File: config.mk
export PLATFORM = sky130hd
export DESIGN_NAME = utf8_stream_decoder
export DESIGN_NICKNAME = d
export VERILOG_FILES = /design/src/rtl/u8d_pkg.sv /design/src/rtl/u8d_datapath.sv /design/src/rtl/u8d_ctrl.sv /design/src/rtl/utf8_stream_decoder.sv
export SDC_FILE = /design/constraint.sdc
export NUM_CORES = 1
export LEC_CHECK = 0
export ABC_AREA = 1
export CAP_MARGIN = 10
export CELL_PAD_IN_SITES_DETAIL_PLACEMENT = 0
export CELL_PAD_IN_SITES_GLOBAL_PLACEMENT = 2
export CORE_MARGIN = 5
export CORE_UTILIZATION = 42
export DETAILED_ROUTE_END_ITERATION = 12
export DONT_BUFFER_PORTS = 1
export PLACE_DENSITY_LB_ADDON = 0.2
export SETUP_SLACK_MARGIN = 0.4
export SYNTH_ARGS = -nofsm -noshare
export SYNTH_HDL_FRONTEND = slang
export SYNTH_SLANG_ARGS = --single-unit
File: constraint.sdc
create_clock -name clk -period 6.5 [get_ports clk]
set_clock_uncertainty 0.1 [all_clocks]
set_input_delay 1.3 -clock clk [delete_from_list [all_inputs] [get_ports clk]]
set_output_delay 1.3 -clock clk [all_outputs]
set_load 0.02 [all_outputs]
File: src/rtl/u8d_pkg.sv
// package for the utf-8 stream decoder: transaction types, commands, lead decode
`default_nettype none
package u8d_pkg;

  localparam int unsigned BufDepth = 6;
  localparam int unsigned CntW     = $clog2(BufDepth + 1);

  typedef struct packed {
    logic [7:0] data_byte;
    logic       buffer_end;
  } in_item_t;

  typedef struct packed {
    logic [20:0] code_point;
    logic [2:0]  consumed;
    logic        bad_sequence;
    logic        run_end;
  } out_item_t;

  typedef struct packed {
    logic load;
    logic emit;
  } u8d_cmd_t;

  typedef struct packed {
    logic can_emit;
    logic more;
  } u8d_status_t;

  typedef struct packed {
    logic [CntW-1:0] need;
    logic            bad;
  } lead_t;

  function automatic lead_t lead_info(input logic [7:0] b);
    lead_t r;
    r.bad  = 1'b0;
    r.need = CntW'(1);
    if (b[7] == 1'b0) begin
      r.need = CntW'(1);
    end else if ((b & 8'hE0) == 8'hC0) begin
      r.need = CntW'(2);
    end else if ((b & 8'hF0) == 8'hE0) begin
      r.need = CntW'(3);
    end else if ((b & 8'hF8) == 8'hF0) begin
      r.need = CntW'(4);
    end else if ((b & 8'hFC) == 8'hF8) begin
      r.need = CntW'(5);
      r.bad  = 1'b1;
    end else if ((b & 8'hFE) == 8'hFC) begin
      r.need = CntW'(6);
      r.bad  = 1'b1;
    end else begin
      r.need = CntW'(1);
      r.bad  = 1'b1;
    end
    return r;
  endfunction

endpackage
`default_nettype wire

File: src/rtl/u8d_datapath.sv
// datapath: pending byte buffer, sequence decode and result register
`default_nettype none
module u8d_datapath
  import u8d_pkg::*;
(
  input  wire logic        clk,
  input  wire logic        rst,
  input  wire in_item_t    item,
  input  wire u8d_cmd_t    cmd,
  output u8d_status_t      status,
  output out_item_t        result
);

  logic [BufDepth-1:0][7:0] pend;
  logic [CntW-1:0]          count;
  logic                     at_end;

  logic [7:0]               lead;
  lead_t                    li;
  lead_t                    nli;
  logic                     complete;
  logic                     broken;
  logic [CntW-1:0]          used;
  logic [CntW-1:0]          rem;
  logic [20:0]              cp;
  logic [BufDepth-1:0][7:0] shifted;
  out_item_t                res_next;

  assign lead = pend[0];
  assign li   = lead_info(lead);
  assign complete = (li.need <= count);

  // first broken continuation within the announced length
  always_comb begin
    used   = li.need;
    broken = 1'b0;
    for (int k = 1; k < BufDepth; k++) begin
      if (!broken && (CntW'(k) < li.need) && (pend[k][7:6] != 2'b10)) begin
        broken = 1'b1;
        used   = CntW'(k);
      end
    end
    if (!complete) begin
      used = CntW'(1);
    end
  end

  always_comb begin
    case (li.need)
      CntW'(1): cp = {13'd0, lead};
      CntW'(2): cp = {10'd0, lead[4:0], pend[1][5:0]};
      CntW'(3): cp = {5'd0, lead[3:0], pend[1][5:0], pend[2][5:0]};
      CntW'(4): cp = {lead[2:0], pend[1][5:0], pend[2][5:0], pend[3][5:0]};
      default:  cp = 21'd0;
    endcase
  end

  assign rem     = count - used;
  assign shifted = pend >> {used, 3'b000};
  assign nli     = lead_info(shifted[0]);

  assign status.can_emit = (count != '0) && (complete || at_end);
  assign status.more     = (rem != '0) && ((nli.need <= rem) || at_end);

  always_comb begin
    res_next.run_end = !status.more;
    res_next.consumed = used;
    if (!complete) begin
      res_next.code_point   = {13'd0, lead};
      res_next.bad_sequence = 1'b0;
    end else if (li.bad || broken) begin
      res_next.code_point   = 21'd0;
      res_next.bad_sequence = 1'b1;
    end else begin
      res_next.code_point   = cp;
      res_next.bad_sequence = 1'b0;
    end
  end

  always_ff @(posedge clk) begin
    if (rst) begin
      count  <= '0;
      at_end <= 1'b0;
    end else if (cmd.load) begin
      pend[count[2:0]] <= item.data_byte;
      count            <= count + CntW'(1);
      at_end           <= item.buffer_end;
    end else if (cmd.emit) begin
      pend   <= shifted;
      count  <= rem;
      result <= res_next;
    end
  end

endmodule
`default_nettype wire

File: src/rtl/u8d_ctrl.sv
// controller: accepts a byte, then steps out one result per cycle while result_stall is low
`default_nettype none
module u8d_ctrl
  import u8d_pkg::*;
(
  input  wire logic        clk,
  input  wire logic        rst,
  input  wire logic        item_valid,
  output logic             item_stall,
  output logic             result_valid,
  input  wire logic        result_stall,
  input  wire u8d_status_t status,
  output u8d_cmd_t         cmd
);

  typedef enum logic [1:0] {
    ST_IDLE = 2'b01,
    ST_RUN  = 2'b10
  } state_t;

  state_t state, state_next;
  logic   result_valid_next;

  assign item_stall = (state != ST_IDLE);

  always_comb begin
    state_next        = state;
    result_valid_next = result_valid && result_stall;
    cmd               = '0;
    case (state)
      ST_IDLE: begin
        if (item_valid) begin
          cmd.load   = 1'b1;
          state_next = ST_RUN;
        end
      end
      ST_RUN: begin
        if (!(result_valid && result_stall)) begin
          if (status.can_emit) begin
            cmd.emit          = 1'b1;
            result_valid_next = 1'b1;
            if (!status.more) begin
              state_next = ST_IDLE;
            end
          end else begin
            state_next = ST_IDLE;
          end
        end
      end
      default: begin
        state_next = ST_IDLE;
      end
    endcase
  end

  always_ff @(posedge clk) begin
    if (rst) begin
      state        <= ST_IDLE;
      result_valid <= 1'b0;
    end else begin
      state        <= state_next;
      result_valid <= result_valid_next;
    end
  end

endmodule
`default_nettype wire

File: src/rtl/utf8_stream_decoder.sv
// utf-8 stream decoder top level: one byte per transaction in, code points out
// order: a byte is loaded in the idle state, then its results are registered from the run state
// no new byte is taken while results are still being stepped out (item_stall in the run state);
//   one result per cycle, unless result_stall holds it, from the single decode unit over the pending buffer
// reset: synchronous active high; empties the pending buffer and drops any result
`default_nettype none
module utf8_stream_decoder
  import u8d_pkg::*;
(
  input  wire logic      clk,
  input  wire logic      rst,
  input  wire logic      item_valid,
  output logic           item_stall,
  input  wire in_item_t  item,
  output logic           result_valid,
  input  wire logic      result_stall,
  output out_item_t      result
);

  u8d_cmd_t    cmd;
  u8d_status_t status;

  u8d_ctrl u_ctrl (
    .clk          (clk),
    .rst          (rst),
    .item_valid   (item_valid),
    .item_stall   (item_stall),
    .result_valid (result_valid),
    .result_stall (result_stall),
    .status       (status),
    .cmd          (cmd)
  );

  u8d_datapath u_dp (
    .clk    (clk),
    .rst    (rst),
    .item   (item),
    .cmd    (cmd),
    .status (status),
    .result (result)
  );

endmodule
`default_nettype wire
==> results.txt <==
----------------------------------------------------
[Worst setup path]
  CP peak stage delay ... 0.61 ns
  Critical path required time ... 6.70 ns
  Combined buffer and inverter count along the critical path ... 4
  Capture point of the worst path ... u_ctrl.state[1]
  Startpoint types ... register
  Path depth of the worst reg2reg path ... 26
  Setup CP Type ... register to register
  Most common cell on crit path ... sky130_fd_sc_hd__nand2_1
  Reg-to-reg startpoint ... u_dp.lead[3]
  Worst setup path start ... u_dp.lead[3]
  Minimum setup slack among reg-to-reg paths ... 1.61 ns
  Number of logic stages on the critical path including buffering ... 26
  Slowest-stage cell, CP ... sky130_fd_sc_hd__inv_2
  Destination of the worst register-to-register timing path ... u_ctrl.state[1]
  Worst endpoint data arrival time ... 5.08 ns
  Endpoint kind of the worst setup timing path ... register
  Cell class contributing the biggest share of worst-path delay ... simple AND/OR/NAND/NOR gates
  Crit path max fanout ... 50

[Yosys]
  Syn avg cell area ... 8.43 um2
  Syn Std Cell Area ... 5010 um2
  Synthesized net count ... 616
  Post-synthesis register bit count ... 81
  Share of the yosys chip area belonging to registers ... 47.2%
  Number of cells produced by synthesis ... 594
  Cell variety after synth ... 39
  Yosys warning total ... 0

[CTS]
  Hold buffers post-CTS ... 0
  Clock Pin Slew Worst Setup and Hold Paths ... 0.07 ns
  TritonCTS sink count ... 81
  Post-CTS sizing ... 0
  Max H-tree Level ... 3
  Later-pin clock latency in the skew report ... 0.36 ns
  Setup fix buffers added after clock tree synthesis ... 0
  Root buf cell ... sky130_fd_sc_hd__clkbuf_16
  Buffer depth of the longest clock path ... 2
  TritonCTS clock tree ... done
  Clock buffer count from CTS ... 9

[Pwr]
  Power per unit of standard cell area ... 273 nW/um2
  Max VDD drop ... 165 uV
  Leakage power summed over all cells ... 2.07 nW

[Drt]
  Number of DRC markers after the initial detailed-route iteration ... 485
  Avg WL per Cell ... 21.3 um
  DRC violation count after routing ... 0
  Routed vias ... 4,463
  Post-route antenna net violation count ... 0
  Via count normalized by instance count ... 6.12
  Final wirelength ... 15,500 um
  Count of TritonRoute iterations in the first routing pass ... 6

[Finish]
  Number of nets in the finished design ... 603
  Util after Layout ... 46.2%
  Fraction of final layout cells sized beyond drive strength 1 ... 8.87%
  Final-layout fill cell count ... 1,164
  Non-filler instance count after layout ... 729
  Layout-stage area growth over the synthesis result ... 6.75%
  Antenna fix cells ... 0

[Timing]
  Least-Margin Pin Slew ... 1.08 ns
  Final cycle utilization of the critical path ... 75.2%
  Number of setup violations in the final report ... 0
  Fmax ... 205 MHz
  Slew Limit Headroom ... 28.0%
  RSZ-0062 raised after global routing ... false
  Final period demand of the worst path ... 4.89 ns
  Fin Setup TNS ... 0 ns
  Final count of hold timing violations ... 0
  Max-slew violation count ... 0
  Minimum hold slack ... 0.403 ns

[Floorplanning]
  # rows ... 39
  Initial core utilization ... 43.3%
  Top-level port count ... 41
  Full die area ... 14,200 um2
  Floorplan die width ... 119 um
  Total core area ... 11,600 um2
  Height of the die ... 119 um

[Global route]
  Met1 track demand over resource in global routing ... 33.5%
  Antenna violations before repair ... 0
  Wire length of the first global-routing pass ... 24,400 um
  GRT Resource Usage Total ... 22.4%
  Most heavily used metal layer in global routing ... met1
  Largest net degree at the start of global routing ... 51
  Total overflow reported by the global router ... 0
  Via count of the first global-routing pass ... 4,139
  Met3 global-route usage ... 3.27%
  GR Util met2 ... 33.2%

[Place]
  Count of input and output buffers ... 0
  Post-detail-place hpwl ... 11,100 um
  Number of cells in the design after placement ... 713
  Final GP Congestion ... 0.902

[Outcome]
  Run status ... finished, final reports clean

[Worst hold path]
  WHS Path Cells ... 2
  Worst Hold Class ... register to register

[Run]
  Max capacitance violation total ... 0

----------------------------------------------------
[tightest hold or removal path, cell delays in order, from the launching register on]
cell	delay [ns]
sky130_fd_sc_hd__dfxtp_1	0.32
sky130_fd_sc_hd__inv_1	0.07
sky130_fd_sc_hd__a21oi_1	0.07
[cells by family (layout without fill, tap and decap cells)]
logic type	Yosys count	in the layout	synth area share (%)
compound gates	165	165	19.9
flops	81	81	47.2
xor+xnor	2	2	0.350
fa+ha+maj	9	9	2.40
simple gates	244	244	22.1
buf+inv	93	85	8.00
[cell usage after synthesis]
| cell type | number | area, um2 |
|---|---|---|
| sky130_fd_sc_hd__nand3_2 | 2 | 20.0 |
| sky130_fd_sc_hd__o21ai_1 | 11 | 55.1 |
| sky130_fd_sc_hd__nand3_4 | 2 | 35.0 |
| sky130_fd_sc_hd__o21ai_0 | 43 | 215 |
| sky130_fd_sc_hd__nand2_2 | 7 | 43.8 |
| sky130_fd_sc_hd__o22ai_1 | 42 | 263 |
| sky130_fd_sc_hd__buf_4 | 3 | 22.5 |
| sky130_fd_sc_hd__fa_1 | 1 | 20.0 |
| sky130_fd_sc_hd__o21ai_2 | 4 | 35.0 |
| sky130_fd_sc_hd__o21ai_4 | 1 | 16.3 |
| sky130_fd_sc_hd__buf_6 | 4 | 45.0 |
| sky130_fd_sc_hd__o2111ai_4 | 1 | 26.3 |
| sky130_fd_sc_hd__clkbuf_1 | 13 | 48.8 |
| sky130_fd_sc_hd__a21oi_1 | 36 | 180 |
| sky130_fd_sc_hd__inv_2 | 6 | 22.5 |
| sky130_fd_sc_hd__a31oi_1 | 9 | 56.3 |
| sky130_fd_sc_hd__buf_1 | 1 | 3.75 |
| sky130_fd_sc_hd__nor2_4 | 2 | 22.5 |
| sky130_fd_sc_hd__o221ai_1 | 4 | 35.0 |
| sky130_fd_sc_hd__o2bb2ai_1 | 1 | 8.76 |
| sky130_fd_sc_hd__o211ai_1 | 4 | 30.0 |
| sky130_fd_sc_hd__o21a_1 | 1 | 7.51 |
| sky130_fd_sc_hd__buf_2 | 8 | 40.0 |
| sky130_fd_sc_hd__nand2_4 | 2 | 22.5 |
| sky130_fd_sc_hd__xor2_1 | 2 | 17.5 |
| sky130_fd_sc_hd__nand4_1 | 11 | 68.8 |
| sky130_fd_sc_hd__dfxtp_1 | 7 | 140 |
| sky130_fd_sc_hd__a221oi_1 | 8 | 70.1 |
| sky130_fd_sc_hd__ha_1 | 8 | 100 |
| sky130_fd_sc_hd__edfxtp_1 | 74 | 2220 |
| sky130_fd_sc_hd__nor2_2 | 3 | 18.8 |
| sky130_fd_sc_hd__inv_1 | 55 | 206 |
| sky130_fd_sc_hd__nand3_1 | 43 | 215 |
| sky130_fd_sc_hd__nand3b_1 | 2 | 15.0 |
| sky130_fd_sc_hd__nand2_1 | 134 | 503 |
| sky130_fd_sc_hd__nor3_2 | 1 | 10.0 |
| sky130_fd_sc_hd__nor3_1 | 1 | 5.00 |
| sky130_fd_sc_hd__clkinv_1 | 3 | 11.3 |
| sky130_fd_sc_hd__nor2_1 | 34 | 128 |
[worst min path at each step]
stage | slack, ns | to | startpoint
after detailed placement | 0.40 | u_dp.at_end | u_dp.at_end
after global routing | 0.43 | u_dp.at_end | u_dp.at_end
after global placement | 0.38 | u_dp.at_end | u_dp.at_end
final | 0.40 | u_dp.at_end | u_dp.at_end
after floorplan | 0.34 | u_dp.at_end | u_dp.at_end
after CTS | 0.41 | u_dp.at_end | u_dp.at_end
[final cells by class]
type,instances,area [um2],area share [%]
Clock buffer,10,229,4.28
Multi-Input combinational cell,420,2250,42.0
Inverter,64,240,4.50
Sequential cell,81,2360,44.2
Timing Repair Buffer,5,37.5,0.702
Tap cell,143,179,3.35
Clock inverter,6,50.0,0.937
[per-stage QoR]
stage | power [W] | setup WS [ns] | area (um2)
global route | 0.00153 | 1.05 | 5340
finish | 0.00146 | 1.61 | 5340
CTS | 0.00146 | 1.69 | 5340
floorplan | 0.000885 | 2.63 | 5010
detailed placement | 0.000971 | 1.72 | 5060
global placement | 0.000969 | 1.84 | 5060
[layer usage]
metal	wire, um	share of wire (%)
met1	7270	47
met2	6830	44
met3	1150	7.4
met4	278	1.8
met5	0	0
[placed cells by master (no fill, tap or decap), drive strengths merged, types with 2 or more instances in the layout]
cell type and n:
nand2 143, edfxtp 74, inv 64, o21ai 59, nand3 47, o22ai 42, nor2 39, a21oi 36
nand4 11, clkbuf 10, a31oi 9, a221oi 8, ha 8, dfxtp 7, buf 5, clkinv 5
o211ai 4, o221ai 4, nand3b 2, xor2 2, nor3 2
[power by group]
group          internal [W]  total [W]  leakage (nW)  switching (W)
Combinational     0.0000956   0.000335          1.23       0.000239
Sequential         0.000610   0.000633         0.707      0.0000229
Clock              0.000264   0.000491         0.135       0.000227
Total              0.000970    0.00146          2.07       0.000489
[sequential cells by signal, indices dropped and copies added, names as in the netlist]
signal,count
u_dp.pend,40
u_dp.result,26
u_dp.lead,8
u_dp.count,3
u_ctrl.state,2
u_ctrl.result_valid,1
u_dp.at_end,1
Note: power is estimated with default switching activity, not from simulation.
